==> config.mk <==
export PLATFORM = sky130hd
export DESIGN_NAME = ctcgd_divider
export DESIGN_NICKNAME = d
export VERILOG_FILES = /design/src/hdl/ctcgd_pkg.sv /design/src/hdl/ctcgd_divider.sv
export SDC_FILE = /design/constraint.sdc
export NUM_CORES = 1
export LEC_CHECK = 0
export ABC_CLOCK_PERIOD_IN_PS = 2800
export BUFFER_PORTS_ARGS = -buffer_cell sky130_fd_sc_hd__buf_2
export CORE_MARGIN = 1.5
export CORE_UTILIZATION = 45
export CTS_CLUSTER_DIAMETER = 200
export DETAILED_ROUTE_END_ITERATION = 6
export GPL_TIMING_DRIVEN = 0
export MAX_ROUTING_LAYER = met4
export PLACE_DENSITY = 0.73
export REMOVE_ABC_BUFFERS = 1
export SLEW_MARGIN = 20
export SYNTH_ARGS = -nofsm -noshare
export SYNTH_HDL_FRONTEND = slang
export SYNTH_SLANG_ARGS = --single-unit
==> constraint.sdc <==
create_clock -name clk -period 2.8 [get_ports clk]
set_input_delay 0.14 -clock clk [delete_from_list [all_inputs] [get_ports clk]]
set_output_delay 0.14 -clock clk [all_outputs]
set_load 0.01 [all_outputs]
==> src/hdl/ctcgd_pkg.sv <==
`default_nettype none
package ctcgd_pkg;
	localparam int MAX_STEPS = 64;
	localparam int NUM_CLASSES = 37;
	localparam int EXP_TABLE_DEPTH = 256;
	localparam int STORE_DEPTH = 64;
	localparam int STORE_CAP = (MAX_STEPS < STORE_DEPTH) ? MAX_STEPS : STORE_DEPTH;
	localparam int ALPHA_LEN = 37;
	localparam logic [15:0] LIMIT_RESET = 16'd58982;
	localparam logic [23:0] SUM_MAX = 24'hFFFFFF;
	localparam logic [22:0] TOTAL_MAX = 23'h7FFFFF;
	localparam logic [6:0] CHAR_UNKNOWN = 7'h3F;
	localparam logic [0:0] REG_LIMIT = 1'b0;

	typedef enum logic [2:0] {
		ST_IDLE, ST_EXP, ST_MUL, ST_DIV, ST_KEEP, ST_CMP, ST_EMIT, ST_REJECT
	} state_t;

	// exponential table, built at elaboration
	function automatic logic [16:0] exp_entry(input int unsigned i);
		logic [63:0] v;
		v = 64'd1 << 30;
		for (int unsigned k = 0; k < i; k++) v = (v * 64'd1008687095 + (64'd1 << 29)) >> 30;
		return 17'((v + (64'd1 << 13)) >> 14);
	endfunction

	function automatic logic [16:0] exp_of(input logic [16:0] d);
		logic [12:0] idx;
		logic [16:0] r;
		idx = d[16:4];
		r = '0;
		for (int unsigned k = 0; k < EXP_TABLE_DEPTH; k++)
			if (idx == 13'(k)) r = exp_entry(k);
		return r;
	endfunction

	function automatic logic [6:0] char_of(input logic [5:0] c);
		localparam string ALPHA = "##0123456789ABCDEFGHIJKLMNPQRSTUVWXYZ";
		logic [6:0] r;
		r = CHAR_UNKNOWN;
		for (int k = 0; k < ALPHA_LEN; k++)
			if (c == 6'(k)) r = 7'(ALPHA[k]);
		return r;
	endfunction
endpackage
`default_nettype wire

==> src/hdl/ctcgd_divider.sv <==
`default_nettype none
// restoring divider: 2^32 / den, one quotient bit a cycle, saturated to 16 bits
module ctcgd_divider (
	input  wire logic        clk,
	input  wire logic        arst_n,
	input  wire logic        start,
	input  wire logic [23:0] den,
	output logic             done,
	output logic [15:0]      quot
);
	import ctcgd_pkg::*;
	logic [5:0]  cnt_q;
	logic        busy_q;
	logic [24:0] rem_q;
	logic [32:0] q_q;
	logic [32:0] num_q;
	logic [24:0] trial;

	assign trial = {rem_q[23:0], num_q[32]};

	always_ff @(posedge clk or negedge arst_n) begin
		if (!arst_n) begin
			busy_q <= 1'b0;
			cnt_q <= '0;
		end else if (start) begin
			busy_q <= 1'b1;
			cnt_q <= 6'd33;
		end else if (busy_q) begin
			cnt_q <= cnt_q - 6'd1;
			if (cnt_q == 6'd1) busy_q <= 1'b0;
		end
	end

	always_ff @(posedge clk) begin
		if (start) begin
			rem_q <= '0;
			q_q <= '0;
			num_q <= 33'h1_0000_0000;
		end else if (busy_q) begin
			num_q <= {num_q[31:0], 1'b0};
			if (trial >= {1'b0, den}) begin
				rem_q <= trial - {1'b0, den};
				q_q <= {q_q[31:0], 1'b1};
			end else begin
				rem_q <= trial;
				q_q <= {q_q[31:0], 1'b0};
			end
		end
	end

	assign done = busy_q && (cnt_q == 6'd1) ? 1'b0 : (!busy_q);
	assign quot = (den == '0) ? 16'd0 : ((q_q[32:16] != '0) ? 16'hFFFF : q_q[15:0]);
endmodule
`default_nettype wire

**Word level (Yosys, flattened, before mapping)**

Index checks and enable logic that the tools add are counted.

- Add/subtract/negate cells: 2
- $lt $le $gt $ge: 1
- Equal/unequal tests: 1
- Muxes and demuxes: 10
- Reduce and logical (&&, ||, !) cells: 5

Operators by type and width:

| cell | number |
|---|---|
| 16-bit 2-to-1 mux | 2 |
| 25-bit by 24-bit greater-or-equal comparator with 1-bit output | 1 |
| 24-bit zero test | 1 |
| 24-bit 2-to-1 mux | 1 |
| 24-bit subtractor | 1 |
| 17-bit nonzero test | 1 |
| 6-bit 2-to-1 mux | 2 |
| 6-bit by 1-bit equality test with 1-bit output (second input constant) | 1 |
| 6-bit by 1-bit subtractor with 6-bit output (second input constant) | 1 |
| 1-bit 2-to-1 mux | 5 |
| 2-bit nonzero test | 1 |
| 1-bit logical AND | 1 |
| 1-bit zero test | 1 |

- Register bits: 65
- Output and inout bits: 17
- Logic and storage cells: 24

**Depth between registers and ports, before layout**

Gate-level depths: netlist of the first run.

- Word-level depth: 4
- Depth in mapped cells: 13
- Gate-level depth less buffers: 12

**Worst setup path after synthesis of the first run**

Ideal clock, no wire load.

- Path type: reg2reg
- Start point: register num_q[32]
- End point: register rem_q[22]
- Setup time: 0.091 ns
- Data arrival time: 2.658 ns
- Path slack: 0.051 ns
- Cell stages (with the launch flop): 13
- Buffers on the path: 0
- Cell sequence: dfxtp_1 inv_1 ha_1 fa_1 nand2b_1 a21o_1 and3_4 o311a_4 a21o_2 o21ai_4 mux2i_1 o21bai_1 a311oi_1

- Longest elaborated chain between the ends: 2
- Elaborated cells between the ends (all ways): 3
- Those cells by class: 1 x add/sub; 1 x order compare; 1 x mux

RTL lines:

| element | line | text |
|---|---|---|
| start, declared | ctcgd_divider.sv:16 | `logic [32:0] num_q;` |
| start signal, assigned | ctcgd_divider.sv:40 | `num_q <= {num_q[31:0], 1'b0};` |
| 24-bit subtractor / 25-bit by 24-bit greater-or-equal comparator with 1-bit output (equally long branches) | ctcgd_divider.sv:42, ctcgd_divider.sv:41 |  |
| 24-bit 2-to-1 mux (*) | ctcgd_divider.sv:41 | `if (trial >= {1'b0, den}) begin` |
| end signal, assigned | ctcgd_divider.sv:42 | `rem_q <= trial - {1'b0, den};` |
| end signal, assigned | ctcgd_divider.sv:45 | `rem_q <= trial;` |
| end, declared | ctcgd_divider.sv:14 | `logic [24:0] rem_q;` |

Mark *: on every way between the ends. The rest lies on a longest branch, timed or not.
A chain may end at the register's enable or synchronous reset.

**Worst setup path after layout of the first run**

Ends and elaborated chain as after synthesis.

==> results.toml, run 1 <==
[placement]
dpl.hpwl_mm = 6.16
io_buffers = 43
post_dp_cell_area_um2 = 4380
place_congestion = 0.876
post-place-cells = 621

[clock_tree]
clk_latency_ps = 350
htree_levels = 3
cts_tree = "yes"
numClockSinks = 65
path_clk_slew_ps = 80
clockRootBuffer = "clkbuf_8"
numCtsBuffers = 9
cts_buffer_depth = 2

[final_layout]
area_delta_synth_final_pct = 18.7
final_cell_count_no_fill = 656
seqCellArea_um2 = 1340
n_antenna_cell = 0
multi_input_area_um2 = 2670
fin_area_um2 = 4910
nNetsFinal = 597
num-fill-cells = 773
layout-drive-gt1-share_pct = 19.2

[worst_setup_path]
worstReg2RegEnd = "rem_q[22]"
endpoint_kind = "flop"
cp_max_fo = 3
crit_required_ps = 3060
rrSetupSlack_ps = 40
worstSetupStartpointType = "flop"
reg2reg_from = "num_q[32]"
critPathKind = "reg2reg"
arrival_ps = 3020
reg2reg_depth = 12

[timing]
timing.final.crit_share_pct = 98.6
drv_slew = 0
worst_hold_slack_ps = 143
slew_headroom_pct = 45.7
final-hold-violation-count = 0
fmax_mhz = 362
worstMarginPinSlew_ps = 809
post-route-min-period_ps = 2760
fin_tns_setup_ps = 0
setup_viol = 0
skew_ps = 7.20
rsz0062_at_grt = "yes"

[synthesis]
ys_ff_latch = 65
synthFlopType = "dfxtp_1"
seq_area_frac_synth_pct = 32.3
yosys.cell_types.count = 57
async_reset_ff_share_pct = 10.8
syn-instance-count = 496
syn_avg_cell_area_um2 = 8.35
synth_area_um2 = 4140
yosys_warnings = 0
synth_edf_count = 0

[detailed_routing]
avgRoutedWirePerCell_um = 14.6
routed.top_layer = "met4"
vias = 3692
dr.pass1.iters = 7
wl_met3_um = 523
met1Wirelength_mm = 4.29
ant_nets = 0
initialDrtViolationCount = 129
wl_mm = 9.59
drc_errors = 2
via_per_inst = 5.63
wl_met2_mm = 4.49

[floorplan]
io_pins = 44
die_w_um = 98.9
die_area_um2 = 9790
num_rows = 34
die_h_um = 98.9
core_um2 = 8810
floorplan.initialDensity_pct = 47.0

[global_routing]
grt_pass1_vias = 3493
grt_first_pass_wirelength_mm = 15.7
grt_usage_pct = 20.2
overflow = 0
antenna_found_initial = 0
grt_max_degree = 69

[pwr]
vdd_ir_drop_max_uv = 310
p_leak_nw = 2.38
powerDensity_nw_per_um2 = 744

[status]
status = "finished, violations left"
violations = "design-rule violations"

[worst_hold_path]
min-delay-path-class = "in2async"

[run]
maxCapViolCount = 0
==> report_power, final <==
group          internal, mW  switching [mW]
combinational         0.688           0.821
clock                 0.520           0.416
sequential             1.07           0.144
total                  2.27            1.38
==> cell families (layout without fill, tap and decap cells) <==
| family | count (synthesis) | after routing | synth area share [%] |
|---|---|---|---|
| and+or+nand+nor | 156 | 156 | 17.4 |
| AOI/OAI and AO/OA | 123 | 126 | 20.7 |
| DFF | 65 | 65 | 32.3 |
| buffers and inverters | 61 | 110 | 6.50 |
| muxes | 42 | 42 | 10.2 |
| adders and majority gates | 27 | 27 | 8.34 |
| xor gates and xnor gates | 22 | 22 | 4.65 |
==> worst max-delay path, cell delays in order, from the launching register on <==
cell	delay, ps
dfxtp_2	340
inv_2	50
ha_4	160
fa_2	330
nand2b_4	150
a21o_1	180
and3_4	180
o311a_4	320
a21o_4	220
o21ai_4	190
mux2i_1	220
o21bai_1	90
a311oi_1	270
==> Yosys cell counts (3+ instances only) <==
| cell | instances | area (µm²) |
|---|---|---|
| nor2_1 | 86 | 323 |
| dfxtp_1 | 58 | 1160 |
| mux2i_1 | 41 | 410 |
| a21oi_1 | 37 | 185 |
| inv_1 | 33 | 124 |
| ha_1 | 26 | 325 |
| a211oi_1 | 21 | 158 |
| o21a_1 | 19 | 143 |
| nand2_1 | 18 | 67.6 |
| clkbuf_1 | 17 | 63.8 |
| xnor2_1 | 13 | 114 |
| nor4_1 | 12 | 75.1 |
| o21ai_0 | 10 | 50.1 |
| xor2_1 | 9 | 78.8 |
| a21o_1 | 8 | 60.1 |
| dfrtp_1 | 7 | 175 |
| nor3_1 | 7 | 35.0 |
| nand2b_1 | 6 | 37.5 |
| nand3_1 | 6 | 30.0 |
| buf_6 | 4 | 45.0 |
| nand4_1 | 4 | 25.0 |
| o21bai_1 | 4 | 30.0 |
| or3_1 | 3 | 18.8 |
| or4_1 | 3 | 22.5 |
==> flip-flops by register name, indices dropped and copies added (netlist names) <==
signal / count
cnt_q: 6
busy_q: 1
q_q: 33
rem_q: 24
num_q: 1
==> metal layers <==
metal,vias up,global-route usage (%)
li1,1851,-
met1,1712,24.5
met2,100,32.4
met3,29,4.82
met4,0,8.35
met5,-,-
==> timing repair <==
action                                  4_1_cts  5_1_grt
cloned                                        2        1
pin swaps                                    10       11
hold buffers                                  1        0
setup buffers                                 5       10
hold endpoints to repair                      7        0
gates resized for setup                       7       20
endpoints found under the setup margin       25       24
==> through the flow <==
step	util, %	setup WS [ps]	total power [mW]
floorplan	-	-564	2.27
global placement	49.4	-1470	2.50
detailed placement	49.8	-394	2.53
CTS	53.6	0.0111	3.55
global route	55.8	-91.9	3.89
finish	55.8	40.1	3.65
==> layout make-up <==
cell class | count | share of cell area [%]
multi-input combinational | 373 | 54.4
timing repair buffer | 60 | 8.30
inverter | 34 | 2.60
tap | 108 | 2.75
clock inverter | 7 | 2.16
clock buffer | 9 | 2.52
sequential | 65 | 27.3
==> cell usage in the layout (no fill, tap or decap), types with 18 or more instances in the layout <==
cell and count:
mux2i_1 41, dfxtp_1 56, nand2_1 18, a21oi_1 36, ha_1 23, nor2_1 86, inv_1 32, o21a_1 19
a211oi_1 20, buf_2 42
==> worst max-delay path by stage <==
stage	cells after the start	end	slack, ps	startpoint
5_1_grt	12	rem_q[16]	-90	num_q[32]
3_3_place_gp	3	rem_q[21]	-1470	busy_q
6_report	12	rem_q[22]	40	num_q[32]
3_5_place_dp	11	rem_q[16]	-390	den[1]
4_1_cts	12	rem_q[22]	0.01	num_q[32]
2_1_floorplan	3	rem_q[21]	-560	busy_q
Note: power is estimated with default switching activity, not from simulation.
==> run 2, diff against run 1 <==
Settings changed: ABC_CLOCK_PERIOD_IN_PS 2800 to 3150, CORE_UTILIZATION 45 to 59, PLACE_DENSITY 0.73 to 0.87.
Clock period 2.8 ns to 3.15 ns, I/O delays scaled along.
==> results.toml, run 2 (synthesized netlist as in run 1, its figures left out) <==
[status]
status = "finished clean"

[final_layout]
nNetsFinal = 584
layout-drive-gt1-share_pct = 14.8
reg_top3 = "q_q x33, rem_q x24, cnt_q x6"
layout_common_cells = "86 x nor2_1, 58 x dfxtp_1, 42 x buf_2, 41 x mux2i_1, 37 x a21oi_1"
area_delta_synth_final_pct = 13.3
n_antenna_cell = 0
final_common_cell = "nor2_1"
fin_area_um2 = 4690
top_register = "q_q"
num-fill-cells = 565
final_cell_count_no_fill = 631
largest_register_ffs = 33

[pwr]
swShare_pct = 36.5
p_clk_share_pct = 27.1
power_frac_comb_pct = 38.7
powerDensity_nw_per_um2 = 668
vdd_ir_drop_max_uv = 381
seq_power_share_pct = 34.2
totalPowerFinal_mw = 3.14
p_leak_nw = 2.33
p_switching_mw = 1.14
intPower_mw = 1.99

[detailed_routing]
routed.top_layer = "met4"
initialDrtViolationCount = 154
wl_met2_mm = 4.41
avgRoutedWirePerCell_um = 14.3
vias = 3601
wl_met3_um = 450
met1Wirelength_mm = 4.00
wl_mm = 9.03
drc_errors = 0
dr.pass1.iters = 4
via_per_inst = 5.71
ant_nets = 0

[timing]
skew_ps = 7.11
worstMarginPinSlew_ps = 667
timing.final.crit_share_pct = 96.6
drv_slew = 0
post-route-min-period_ps = 3040
fin_tns_setup_ps = 0
fmax_mhz = 329
setup_viol = 0
final-hold-violation-count = 0
slew_headroom_pct = 55.5
worst_hold_slack_ps = 156
rsz0062_at_grt = "yes"

[worst_setup_path]
worstSetupStartpointType = "flop"
endpoint_kind = "flop"
cp_max_fo = 3
worstReg2RegEnd = "rem_q[22]"
critPathKind = "reg2reg"
crit_start = "num_q[32]"
cp_slowest_stage_delay_ps = 370
crit_path_cell_trace = "inv_1, ha_1, fa_2, nand2b_4, a21o_1, and3_4, o311a_4, a21o_2, o21ai_4, mux2i_1, o21bai_1, a311oi_1"
crit_slowest_cell = "fa_2"
crit_required_ps = 3400
reg2reg_depth = 12
rrSetupSlack_ps = 110
reg2reg_from = "num_q[32]"
endpoint = "rem_q[22]"
arrival_ps = 3300

[global_routing]
grt_pass1_vias = 3386
antenna_found_initial = 0
grt_first_pass_wirelength_mm = 14.9
grt_max_degree = 69
overflow = 0
grt_usage_pct = 25.7

[clock_tree]
path_clk_slew_ps = 80
clk_latency_ps = 350
numClockSinks = 65
numCtsBuffers = 9
cts_tree = "yes"
cts_buffer_depth = 2
htree_levels = 3
clockRootBuffer = "clkbuf_8"

[floorplan]
core_um2 = 6790
floorplan.initialDensity_pct = 61.0
die_w_um = 86.8
io_pins = 44
num_rows = 30
die_h_um = 86.8
die_area_um2 = 7530

[run]
maxCapViolCount = 0

[worst_hold_path]
min-delay-path-class = "in2async"

[placement]
post-place-cells = 609
place_congestion = 0.917
post_dp_cell_area_um2 = 4370
dpl.hpwl_mm = 6.17
io_buffers = 43
run 2: stage by stage:
step	worst slack, ps	utilization (%)
after floorplan	-214	-
after global placement	-1020	63.8
after detailed placement	-69.2	64.3
after CTS	5.77	67.9
after global routing	-27.8	69.1
final	108	69.1
run 2: cell type report:
type	instances	area [µm²]	area share, %
Inverter	34	128	2.72
Tap cell	96	120	2.56
Multi-Input combinational cell	370	2550	54.4
Sequential cell	65	1340	28.6
Timing Repair Buffer	50	313	6.66
Clock inverter	5	86.3	1.84
Clock buffer	11	151	3.23
run 2: how the worst min path moves through the flow:
stage / from / endpoint / slack, ps / cells past startpoint
2_1_floorplan: arst_n / busy_q / -140 / 0
3_3_place_gp: arst_n / busy_q / -6 / 1
3_5_place_dp: arst_n / cnt_q[0] / -5 / 1
4_1_cts: arst_n / busy_q / 160 / 2
5_1_grt: arst_n / busy_q / 160 / 2
6_report: arst_n / busy_q / 160 / 2
run 2: critical path: cells and delay by family, from the launching register on:
kind | cells | cell delay, ps
compound gates | 6 | 1410
fa+ha+maj | 2 | 570
buf+inv | 1 | 60
flops | 1 | 330
mux | 1 | 240
simple gates | 2 | 340
run 2: layer usage:
metal | track usage, % | up-vias
met1 | 30.0 | 1667
met3 | 7.14 | 19
met5 | - | -
met4 | 9.38 | 0
met2 | 42.1 | 87
li1 | - | 1828
run 2: repair_timing:
| item | 4_1_cts | 5_1_grt |
|---|---|---|
| setup endpoints to repair | 1 | 4 |
| hold buffers | 1 | 0 |
| endpoints found under the hold margin | 7 | 0 |
| setup buffers | 0 | 4 |
| pin swaps | 1 | 3 |
| resized for setup | 0 | 3 |
run 2: power by group through the flow:
stage	Combinational, mW	Sequential [mW]	Clock [mW]
after detailed placement	1.16	1.09	0
after global routing	1.35	1.09	0.898
after CTS	1.18	1.07	0.856
after floorplan	0.912	1.10	0
final	1.21	1.07	0.851
after global placement	1.07	1.14	0
